### config.mk
export PLATFORM = sky130hd
export DESIGN_NAME = pcc_ctrl
export DESIGN_NICKNAME = d
export VERILOG_FILES = /design/src/design/pcc_pkg.sv /design/src/design/pcc_ctrl.sv
export SDC_FILE = /design/constraint.sdc
export NUM_CORES = 1
export LEC_CHECK = 0
export ABC_AREA = 1
export BUFFER_PORTS_ARGS = -buffer_cell sky130_fd_sc_hd__buf_2
export CORE_AREA = 2 2 39 41
export CTS_BUF_LIST = sky130_fd_sc_hd__clkbuf_2
export DETAILED_ROUTE_END_ITERATION = 12
export DIE_AREA = 0 0 41 43
export HOLD_SLACK_MARGIN = 0.06
export PLACE_DENSITY = 0.37
export SYNTH_ARGS = -nofsm -noshare
export SYNTH_HDL_FRONTEND = slang
export SYNTH_SLANG_ARGS = --single-unit
### constraint.sdc
create_clock -name clk -period 2.2 [get_ports clk]
set_clock_uncertainty 0.1 [all_clocks]
set_input_delay 0.44 -clock clk [delete_from_list [all_inputs] [get_ports clk]]
set_output_delay 0.44 -clock clk [all_outputs]
set_load 0.01 [all_outputs]
### src/design/pcc_pkg.sv
// ----------------------------------------------------------------------------
// pcc_pkg
// Shared widths, codes and controller/datapath types for the palette color
// cycler.
// ----------------------------------------------------------------------------
package pcc_pkg;

  localparam int COLOR_W    = 16;
  localparam int PAL_W      = 6;
  localparam int SLOT_W     = 4;
  localparam int ELAPSED_W  = 8;
  localparam int COUNT_W    = 5;
  localparam int DELAY_W    = 16;
  localparam int CD_W       = 18;
  localparam int CFG_IDX_W  = 2;
  localparam int CFG_DATA_W = 16;

  localparam logic ACT_LOAD = 1'b0;
  localparam logic ACT_TICK = 1'b1;

  typedef enum logic [CFG_IDX_W-1:0] {
    REG_START   = 2'd0,
    REG_COUNT   = 2'd1,
    REG_REVERSE = 2'd2,
    REG_DELAY   = 2'd3
  } pcc_reg_t;

  typedef enum logic [1:0] {
    ST_IDLE,
    ST_ROTATE,
    ST_EMIT
  } pcc_state_t;

  typedef struct packed {
    logic load;    // write one ring slot
    logic sub;     // countdown minus elapsed
    logic fire;    // reload countdown, restart position
    logic rotate;  // shift the active ring by one entry
    logic emit;    // load the output register with the next color
  } pcc_cmd_t;

  typedef struct packed {
    logic expired;   // countdown at or below zero
    logic k_last;    // current position is the final one of the run
    logic out_free;  // output register can take a new item
  } pcc_status_t;

endpackage

### src/design/pcc_ctrl.sv
// ----------------------------------------------------------------------------
// pcc_ctrl
// Controller: takes items, decides load / countdown / fire, sequences the
// rotate step and the emit run.
// ----------------------------------------------------------------------------
module pcc_ctrl import pcc_pkg::*; (
  input  logic        clk,
  input  logic        rst_n,
  input  logic        in_valid,
  input  logic        in_action,
  output logic        in_ready,
  input  pcc_status_t status,
  output pcc_cmd_t    cmd
);

  pcc_state_t state_r;
  pcc_state_t state_nxt;

  always_ff @(posedge clk) begin
    if (!rst_n) begin
      state_r <= ST_IDLE;
    end else begin
      state_r <= state_nxt;
    end
  end

  always_comb begin
    state_nxt = state_r;
    unique case (state_r)
      ST_IDLE: begin
        if (in_valid && in_action == ACT_TICK && status.expired) begin
          state_nxt = ST_ROTATE;
        end
      end
      ST_ROTATE: begin
        state_nxt = ST_EMIT;
      end
      ST_EMIT: begin
        if (status.out_free && status.k_last) begin
          state_nxt = ST_IDLE;
        end
      end
      default: begin
        state_nxt = ST_IDLE;
      end
    endcase
  end

  always_comb begin
    cmd      = '0;
    in_ready = 1'b0;
    unique case (state_r)
      ST_IDLE: begin
        in_ready = 1'b1;
        if (in_valid) begin
          if (in_action == ACT_LOAD) begin
            cmd.load = 1'b1;
          end else if (!status.expired) begin
            cmd.sub = 1'b1;
          end else begin
            cmd.fire = 1'b1;
          end
        end
      end
      ST_ROTATE: begin
        cmd.rotate = 1'b1;
      end
      ST_EMIT: begin
        cmd.emit = status.out_free;
      end
      default: begin
        cmd = '0;
      end
    endcase
  end

endmodule

* Yosys cells after proc, flatten, opt, wreduce, memory -nomap -nowiden *
Cells that the tools add are included.

cells by class
  equal/unequal tests = 4
  muxes and demuxes = 12
  reduce and logical (&&, ||, !) cells = 5

operators by type and width
  kind                  count
  $mux W1               6
  $mux W2               3
  $mux W3               2
  $pmux W2 S3           1
  $ne A2 B2 Y1 const B  2
  $logic_and A1 B1 Y1   3
  $eq A2 B1 Y1 const B  1
  $eq A2 B2 Y1 const B  1
  $logic_not A2 Y1      1
  $reduce_and A2 Y1     1

word-level totals
  bits in registers = 2
  bits of input ports = 7
  output and inout bits = 6
  logic and storage cells = 22

* Longest topological paths before layout *
Gate-level depths: netlist (run 1).

  depth in word-level cells = 4
  gate-level depth with buffers = 3
  depth with buffers taken out = 3

* Worst setup path before layout (run 1) *
OpenSTA, ideal clock, no wires.

  path kind = register to output
  from = register state_r[1]
  to = output cmd[4] in the netlist's numbering
  arrival = 0.732 ns
  setup slack = 0.928 ns
  stages on the path, launching flop included = 4
  path buffers = 0
  cells stage by stage = dfxtp_1 > nor2_4 > nand2_1 > nor2_1

RTL lines
  what                    line            text
  start, declared         pcc_ctrl.sv:16  pcc_state_t state_r;
  start signal, assigned  pcc_ctrl.sv:23  state_r <= state_nxt;
  end, declared           pcc_ctrl.sv:13  output pcc_cmd_t cmd

==> impl_metrics.py, run 1 <==
metrics = {
    "floorplan": {
        "rows": 14,
        "die_h_um": 43,
        "start_util": 0.0995,
        "coreArea_um2": 1380,
        "dieWidth_um": 41,
        "die-area_um2": 1760,
        "top_level_ports": 13,
    },
    "cells_and_area": {
        "postLayoutCellArea_um2": 233,
        "nNetsFinal": 44,
        "diodes": 0,
        "reg_top3": "state_r (2)",
        "top_register": "state_r",
        "syn2layout_area_growth_pct": 69.1,
        "final_core_util": 0.168,
        "layout-drive-gt1-share": 0.600,
        "largest_reg_flops": 2,
    },
    "detailed_routing": {
        "via_per_inst": 3.31,
        "drt_wl_total_um": 353,
        "drc": 0,
        "ant_nets": 0,
        "vias": 169,
        "drt_iter0_markers": 0,
        "firstDrtPassIters": 1,
        "avgRoutedWirePerCell_um": 6.92,
    },
    "yosys": {
        "ys_types": 12,
        "ys.warnings.count": 0,
        "syn-mean-instance-area_um2": 6.88,
        "seq_area_frac_synth": 0.291,
        "syn-instance-count": 20,
        "synth-seq-cells": 2,
        "syn-num-nets": 27,
        "syn_area_um2": 138,
    },
    "clock_network": {
        "path_clk_slew_ns": 0.03,
        "clk_path_buf_depth": 2,
        "ctsResizeCount": 0,
        "htree_num_levels": 1,
        "insertion_delay_ns": 0.20,
        "cts-hold-fix-buffers": 0,
        "cts-root-buf": "clkbuf_2",
        "cts_sinks": 2,
        "cts_buffers": 3,
        "cts_tree": "done",
        "post_cts_buffers": 0,
    },
    "setup_path": {
        "regToRegStartpoint": "state_r[1]",
        "reg2reg_depth": 3,
        "critPathRequiredTime_ns": 1.66,
        "path_cells": "nor2_4 -> nand3_2 -> nor2_2 -> buf_2",
        "reg2reg_to": "state_r[1]",
        "worst_ep_arrival_time_ns": 0.98,
        "cp-end-kind": "output pin",
        "path_buf_inv": 1,
        "crit_slowest_cell": "dfxtp_1",
        "rrSetupSlack_ns": 1.38,
        "crit_fanout": 4,
        "cpLargestDelayFamily": "flip-flops",
        "crit_path_start_kind": "register",
        "max_stage_delay_ns": 0.34,
        "worstSetupPathType": "register to output pin",
    },
    "placed_design": {
        "placed_cell_area_um2": 218,
        "port_buffers": 12,
        "gp_congestion": 0.548,
        "hpwl_um": 301,
    },
    "worst_hold_path": {
        "min_from": "rst_n",
        "min_path_cells": 3,
        "hold_class": "primary input to register",
        "min_to": "state_r[0]",
    },
    "pwr": {
        "p_per_area_nw_per_um2": 519,
        "p_leak_nw": 0.135,
        "p_total_mw": 0.121,
        "peakVddDrop_mv": 0.118,
    },
    "sta": {
        "rsz0062_at_grt": "false",
        "relSlewSlack": 0.878,
        "setup_viol": 0,
        "fin_crit_sh": 0.689,
        "period_minus_slack_ns": 1.52,
        "drv_slew": 0,
        "tns_ns": 0,
        "worst_pin_slew_ns": 0.183,
        "hold_viol": 0,
        "fmax_ghz": 0.659,
    },
    "run": {
        "cap_violations": 0,
    },
    "global_route": {
        "grt_max_degree": 5,
        "grt_usage": 0.0491,
        "grt_pass1_wl_um": 476,
        "grt_pass1_vias": 149,
        "antenna_found_initial": 0,
        "grt-ovfl-total": 0,
    },
    "status": {
        "status": "complete, no violations",
    },
}
## power by group
part,switching [mW],internal [mW],total (mW)
registers,0.00134,0.0376,0.0390
clock network,0.0225,0.0362,0.0587
logic,0.0121,0.0109,0.0230
total,0.0360,0.0847,0.121
## area by class of cell
| type | count | area (um^2) |
|---|---|---|
| clock buffer | 3 | 15.0 |
| fill | 171 | 1150 |
| inverter | 5 | 18.8 |
| multi-input combinational | 13 | 78.8 |
| sequential | 2 | 40.0 |
| tap | 16 | 20.0 |
| timing repair buffer | 12 | 60.1 |
## routing by layer
layer / routed length (um) / share of wire / track usage
met1: 126 / 0.36 / 0.0385
met2: 171 / 0.48 / 0.0594
met3: 47 / 0.13 / 0.0314
met4: 8 / 0.023 / 0.0800
met5: 0 / 0 / 0
## tightest hold or removal path, delay by kind of cell
family | cells | cell delay [ns]
and+or+nand+nor | 1 | 0.05
buffers and inverters | 2 | 0.16
## stage by stage
step | setup slack, ns | hold slack [ns] | instances
6_report | 0.684 | 0.403 | 51
5_1_grt | 0.615 | 0.419 | 51
4_1_cts | 0.656 | 0.397 | 51
3_5_place_dp | 0.760 | 0.447 | 48
3_3_place_gp | 0.769 | 0.447 | 48
2_1_floorplan | 0.928 | 0.409 | 20
## synthesized netlist by cell type
master,count,area share
inv_1,4,0.11
dfxtp_1,2,0.29
nand3_2,1,0.073
nor3_2,1,0.073
nor2_4,1,0.082
nor2_2,1,0.045
a21oi_1,1,0.036
inv_2,1,0.027
nand3_1,2,0.073
nor2_1,2,0.055
nand2_1,3,0.082
and3_2,1,0.055
## placed cells by master (no fill, tap or decap)
cell type	netlist	routed
dfxtp_1	2	2
a21oi_1	1	1
nand3_1	2	2
inv_1	4	4
nor2_4	1	1
nand2_1	3	3
inv_2	1	1
nor2_1	2	2
nor3_2	1	1
nor2_2	1	1
clkbuf_2	0	3
and3_2	1	1
buf_2	0	12
nand3_2	1	1
## cells by family after synthesis
group                  synth area share
AND/OR/NAND/NOR                   0.536
buffers and inverters             0.136
flip-flops                        0.291
AO/OA/AOI/OAI                    0.0363
## worst max-delay path by stage
| stage | from | to | depth (start not counted) |
|---|---|---|---|
| floorplan | state_r[1] | cmd[4] | 3 |
| global placement | in_valid | cmd[2] | 4 |
| detailed placement | in_valid | cmd[2] | 4 |
| CTS | state_r[1] | cmd[3] | 4 |
| global route | state_r[1] | cmd[3] | 4 |
| finish | state_r[1] | cmd[3] | 4 |
(Power assumes the default switching activity.)
==> run 2: changes to the inputs <==
- clock period: 2.2 -> 1.57 ns (I/O delays scaled with it)
==> impl_metrics.py, run 2 (synthesized netlist as in run 1, its figures left out) <==
metrics = {
    "setup_path": {
        "worst_ep_arrival_time_ns": 0.97,
        "crit_fanout": 4,
        "critPathRequiredTime_ns": 1.16,
        "crit_path_start_kind": "register",
        "max_stage_delay_ns": 0.34,
        "cp-end-kind": "output pin",
        "path_buf_inv": 1,
        "path_cells": "nor2_4 -> nand3_2 -> nor2_2 -> buf_2",
        "cpLargestDelayFamily": "flip-flops",
        "crit_slowest_cell": "dfxtp_1",
        "worstSetupPathType": "register to output pin",
    },
    "cells_and_area": {
        "final_core_util": 0.168,
        "diodes": 0,
        "layout-drive-gt1-share": 0.600,
        "layout_commonest_cell": "buf_2",
        "postLayoutCellArea_um2": 233,
        "top_register": "state_r",
        "reg_top3": "state_r (2)",
        "nNetsFinal": 44,
        "fin_cells": 51,
        "final_cell_mix": "12 x buf_2, 4 x inv_1, 3 x nand2_1, 3 x clkbuf_2",
        "largest_reg_flops": 2,
        "syn2layout_area_growth_pct": 69.1,
    },
    "detailed_routing": {
        "ant_nets": 0,
        "via_per_inst": 3.41,
        "drt_wl_total_um": 353,
        "drt_iter0_markers": 1,
        "firstDrtPassIters": 2,
        "drc": 0,
        "avgRoutedWirePerCell_um": 6.92,
        "vias": 174,
    },
    "sta": {
        "relSlewSlack": 0.879,
        "fin_crit_sh": 0.881,
        "drv_slew": 0,
        "setup_viol": 0,
        "fmax_ghz": 0.723,
        "rsz0062_at_grt": "false",
        "worst_pin_slew_ns": 0.181,
        "period_minus_slack_ns": 1.38,
        "finalHoldWorstSlack_ns": 0.284,
        "tns_ns": 0,
        "hold_viol": 0,
        "fin_ws_ns": 0.186,
    },
    "pwr": {
        "p_leak_nw": 0.135,
        "p_total_mw": 0.167,
        "p_per_area_nw_per_um2": 720,
        "peakVddDrop_mv": 0.161,
    },
    "global_route": {
        "grt_pass1_vias": 144,
        "antenna_found_initial": 0,
        "grt_pass1_wl_um": 483,
        "grt_max_degree": 5,
        "grt-ovfl-total": 0,
        "grt_usage": 0.0471,
    },
    "floorplan": {
        "coreArea_um2": 1380,
        "die_h_um": 43,
        "start_util": 0.0995,
        "die-area_um2": 1760,
        "dieWidth_um": 41,
        "rows": 14,
        "top_level_ports": 13,
    },
    "placed_design": {
        "placed_cell_area_um2": 218,
        "port_buffers": 12,
        "dp.cells": 48,
        "place_ws_ns": 0.368,
        "hpwl_um": 296,
        "gp_congestion": 0.537,
    },
    "clock_network": {
        "cts-hold-fix-buffers": 0,
        "cts-root-buf": "clkbuf_2",
        "ctsResizeCount": 0,
        "post_cts_buffers": 0,
        "insertion_delay_ns": 0.19,
        "cts_sinks": 2,
        "path_clk_slew_ns": 0.03,
        "clk_path_buf_depth": 2,
        "cts_buffers": 3,
        "cts_tree": "done",
        "htree_num_levels": 1,
    },
    "status": {
        "status": "complete, no violations",
    },
    "worst_hold_path": {
        "hold_class": "primary input to register",
    },
    "run": {
        "cap_violations": 0,
    },
}
## run 2: worst paths after layout
kind | depth (start not counted) | endpoint | startpoint | slack, ns
setup / recovery | 4 | cmd[3] | state_r[1] | 0.19
hold / removal | 3 | state_r[0] | rst_n | 0.28
setup reg to reg | 3 | state_r[1] | state_r[0] | 0.76
hold reg to reg | 2 | state_r[1] | state_r[0] | 0.45
## run 2: worst min-delay path: stages
cell and delay (ns):
buf_2 0.09, inv_1 0.08, nor3_2 0.05
## run 2: final cells by class
cell class	count	area [um^2]
fill	173	1150
multi-input combinational	13	78.8
timing repair buffer	12	60.1
sequential	2	40.0
tap	16	20.0
inverter	5	18.8
clock buffer	3	15.0
## run 2: power breakdown
group	internal, mW	switching [mW]	total [mW]
Sequential	0.0528	0.00193	0.0547
Clock	0.0506	0.0297	0.0804
Combinational	0.0153	0.0171	0.0324
Total	0.119	0.0488	0.167
## run 2: per-layer routing
metal	vias to the layer above	global-route usage	wire length, um
li1	91	-	-
met1	72	0.0417	137
met2	9	0.0594	154
met3	2	0.0314	48
met4	0	0.0600	12
met5	-	0	0
==> run 3: changes to the inputs <==
==> constraint.sdc (replaced) <==
create_clock -name clk -period 1.57 [get_ports clk]
set_clock_uncertainty 0.1 [all_clocks]
set_input_delay 0.157 -clock clk [delete_from_list [all_inputs] [get_ports clk]]
set_output_delay 0.157 -clock clk [all_outputs]
set_load 0.01 [all_outputs]
==> impl_metrics.py, run 3 (synthesized netlist as in run 1, its figures left out) <==
metrics = {
    "clock_network": {
        "cts_buffers": 3,
        "cts-root-buf": "clkbuf_2",
        "htree_num_levels": 1,
        "post_cts_buffers": 0,
        "cts-hold-fix-buffers": 0,
        "insertion_delay_ns": 0.19,
        "path_clk_slew_ns": 0.03,
        "clk_path_buf_depth": 2,
        "cts_sinks": 2,
        "cts_tree": "done",
        "ctsResizeCount": 0,
    },
    "global_route": {
        "grt_pass1_wl_um": 496,
        "grt-ovfl-total": 0,
        "grt_usage": 0.0502,
        "grt_max_degree": 5,
        "antenna_found_initial": 0,
        "grt_pass1_vias": 158,
    },
    "sta": {
        "period_minus_slack_ns": 1.22,
        "finalHoldWorstSlack_ns": 0.122,
        "fin_crit_sh": 0.779,
        "rsz0062_at_grt": "false",
        "worst_pin_slew_ns": 0.175,
        "hold_viol": 0,
        "drv_slew": 0,
        "fmax_ghz": 0.818,
        "tns_ns": 0,
        "setup_viol": 0,
        "relSlewSlack": 0.883,
    },
    "setup_path": {
        "cp-end-kind": "output pin",
        "worst_ep_arrival_time_ns": 0.97,
        "critPathRequiredTime_ns": 1.31,
        "crit_path_start_kind": "register",
        "worstSetupPathType": "register to output pin",
        "crit_fanout": 4,
    },
    "floorplan": {
        "die-area_um2": 1760,
        "dieWidth_um": 41,
        "rows": 14,
        "die_h_um": 43,
        "top_level_ports": 13,
        "start_util": 0.0995,
        "coreArea_um2": 1380,
    },
    "detailed_routing": {
        "vias": 163,
        "drt_iter0_markers": 1,
        "firstDrtPassIters": 3,
        "drt_wl_total_um": 355,
        "avgRoutedWirePerCell_um": 6.96,
        "drc": 0,
        "ant_nets": 0,
        "via_per_inst": 3.20,
    },
    "cells_and_area": {
        "fillCellCount": 167,
        "syn2layout_area_growth_pct": 69.1,
        "final_core_util": 0.168,
        "diodes": 0,
        "top_register": "state_r",
        "largest_reg_flops": 2,
        "reg_top3": "state_r (2)",
        "layout_commonest_cell": "buf_2",
        "final_cell_mix": "12 x buf_2, 4 x inv_1, 3 x nand2_1, 3 x clkbuf_2",
        "nNetsFinal": 44,
        "layout-drive-gt1-share": 0.600,
    },
    "run": {
        "cap_violations": 0,
    },
    "placed_design": {
        "hpwl_um": 291,
        "gp_congestion": 0.537,
        "port_buffers": 12,
    },
    "pwr": {
        "p_per_area_nw_per_um2": 720,
        "peakVddDrop_mv": 0.173,
        "p_leak_nw": 0.135,
    },
    "worst_hold_path": {
        "hold_class": "primary input to register",
    },
    "status": {
        "status": "complete, no violations",
    },
}
-- run 3: cell counts in the layout (fill, tap and decap cells not counted) --
Identical to the previous run, type by type.
-- run 3: cell type report --
type                            count  area (um^2)  share of cell area
Multi-Input combinational cell     13         78.8               0.339
Clock buffer                        3         15.0              0.0645
Tap cell                           16         20.0              0.0860
Sequential cell                     2         40.0               0.172
Timing Repair Buffer               12         60.1               0.258
Inverter                            5         18.8              0.0806
-- run 3: routing by layer --
| layer | up-vias | track usage | share of wire | routed length [um] |
|---|---|---|---|---|
| li1 | 91 | - | - | - |
| met1 | 65 | 0.0385 | 0.35 | 126 |
| met2 | 7 | 0.0625 | 0.49 | 175 |
| met3 | 0 | 0.0314 | 0.15 | 53 |
| met4 | 0 | 0.0800 | 0 | 0 |
| met5 | - | 0 | 0 | 0 |
-- run 3: worst paths after layout --
path / slack [ns] / end / start / cells after the start
min reg2reg: 0.43 / state_r[1] / state_r[0] / 2
max reg2reg: 0.76 / state_r[0] / state_r[1] / 3
max: 0.35 / cmd[3] / state_r[1] / 4
min: 0.12 / state_r[1] / rst_n / 3
-- run 3: metrics by stage --
step                      instance area, um^2  setup WS [ns]  total power [mW]  cells
after floorplan                           138          0.581            0.0713     20
after global placement                    218          0.537            0.0883     48
after detailed placement                  218          0.542            0.0883     48
after CTS                                 233          0.317             0.175     51
after global routing                      233          0.263             0.177     51
final                                     233          0.347             0.168     51
-- run 3: worst max-delay path, cell delays in order, from the launching register on --
cell and delay, ns:
dfxtp_1 0.34, nor2_4 0.16, nand3_2 0.08, nor2_2 0.07, buf_2 0.12
-- run 3: power by group --
| group | internal (mW) | leakage [nW] | switching, mW |
|---|---|---|---|
| logic | 0.0153 | 0.106 | 0.0172 |
| clock network | 0.0506 | 0.0125 | 0.0299 |
| registers | 0.0528 | 0.0162 | 0.00187 |
| total | 0.119 | 0.135 | 0.0490 |
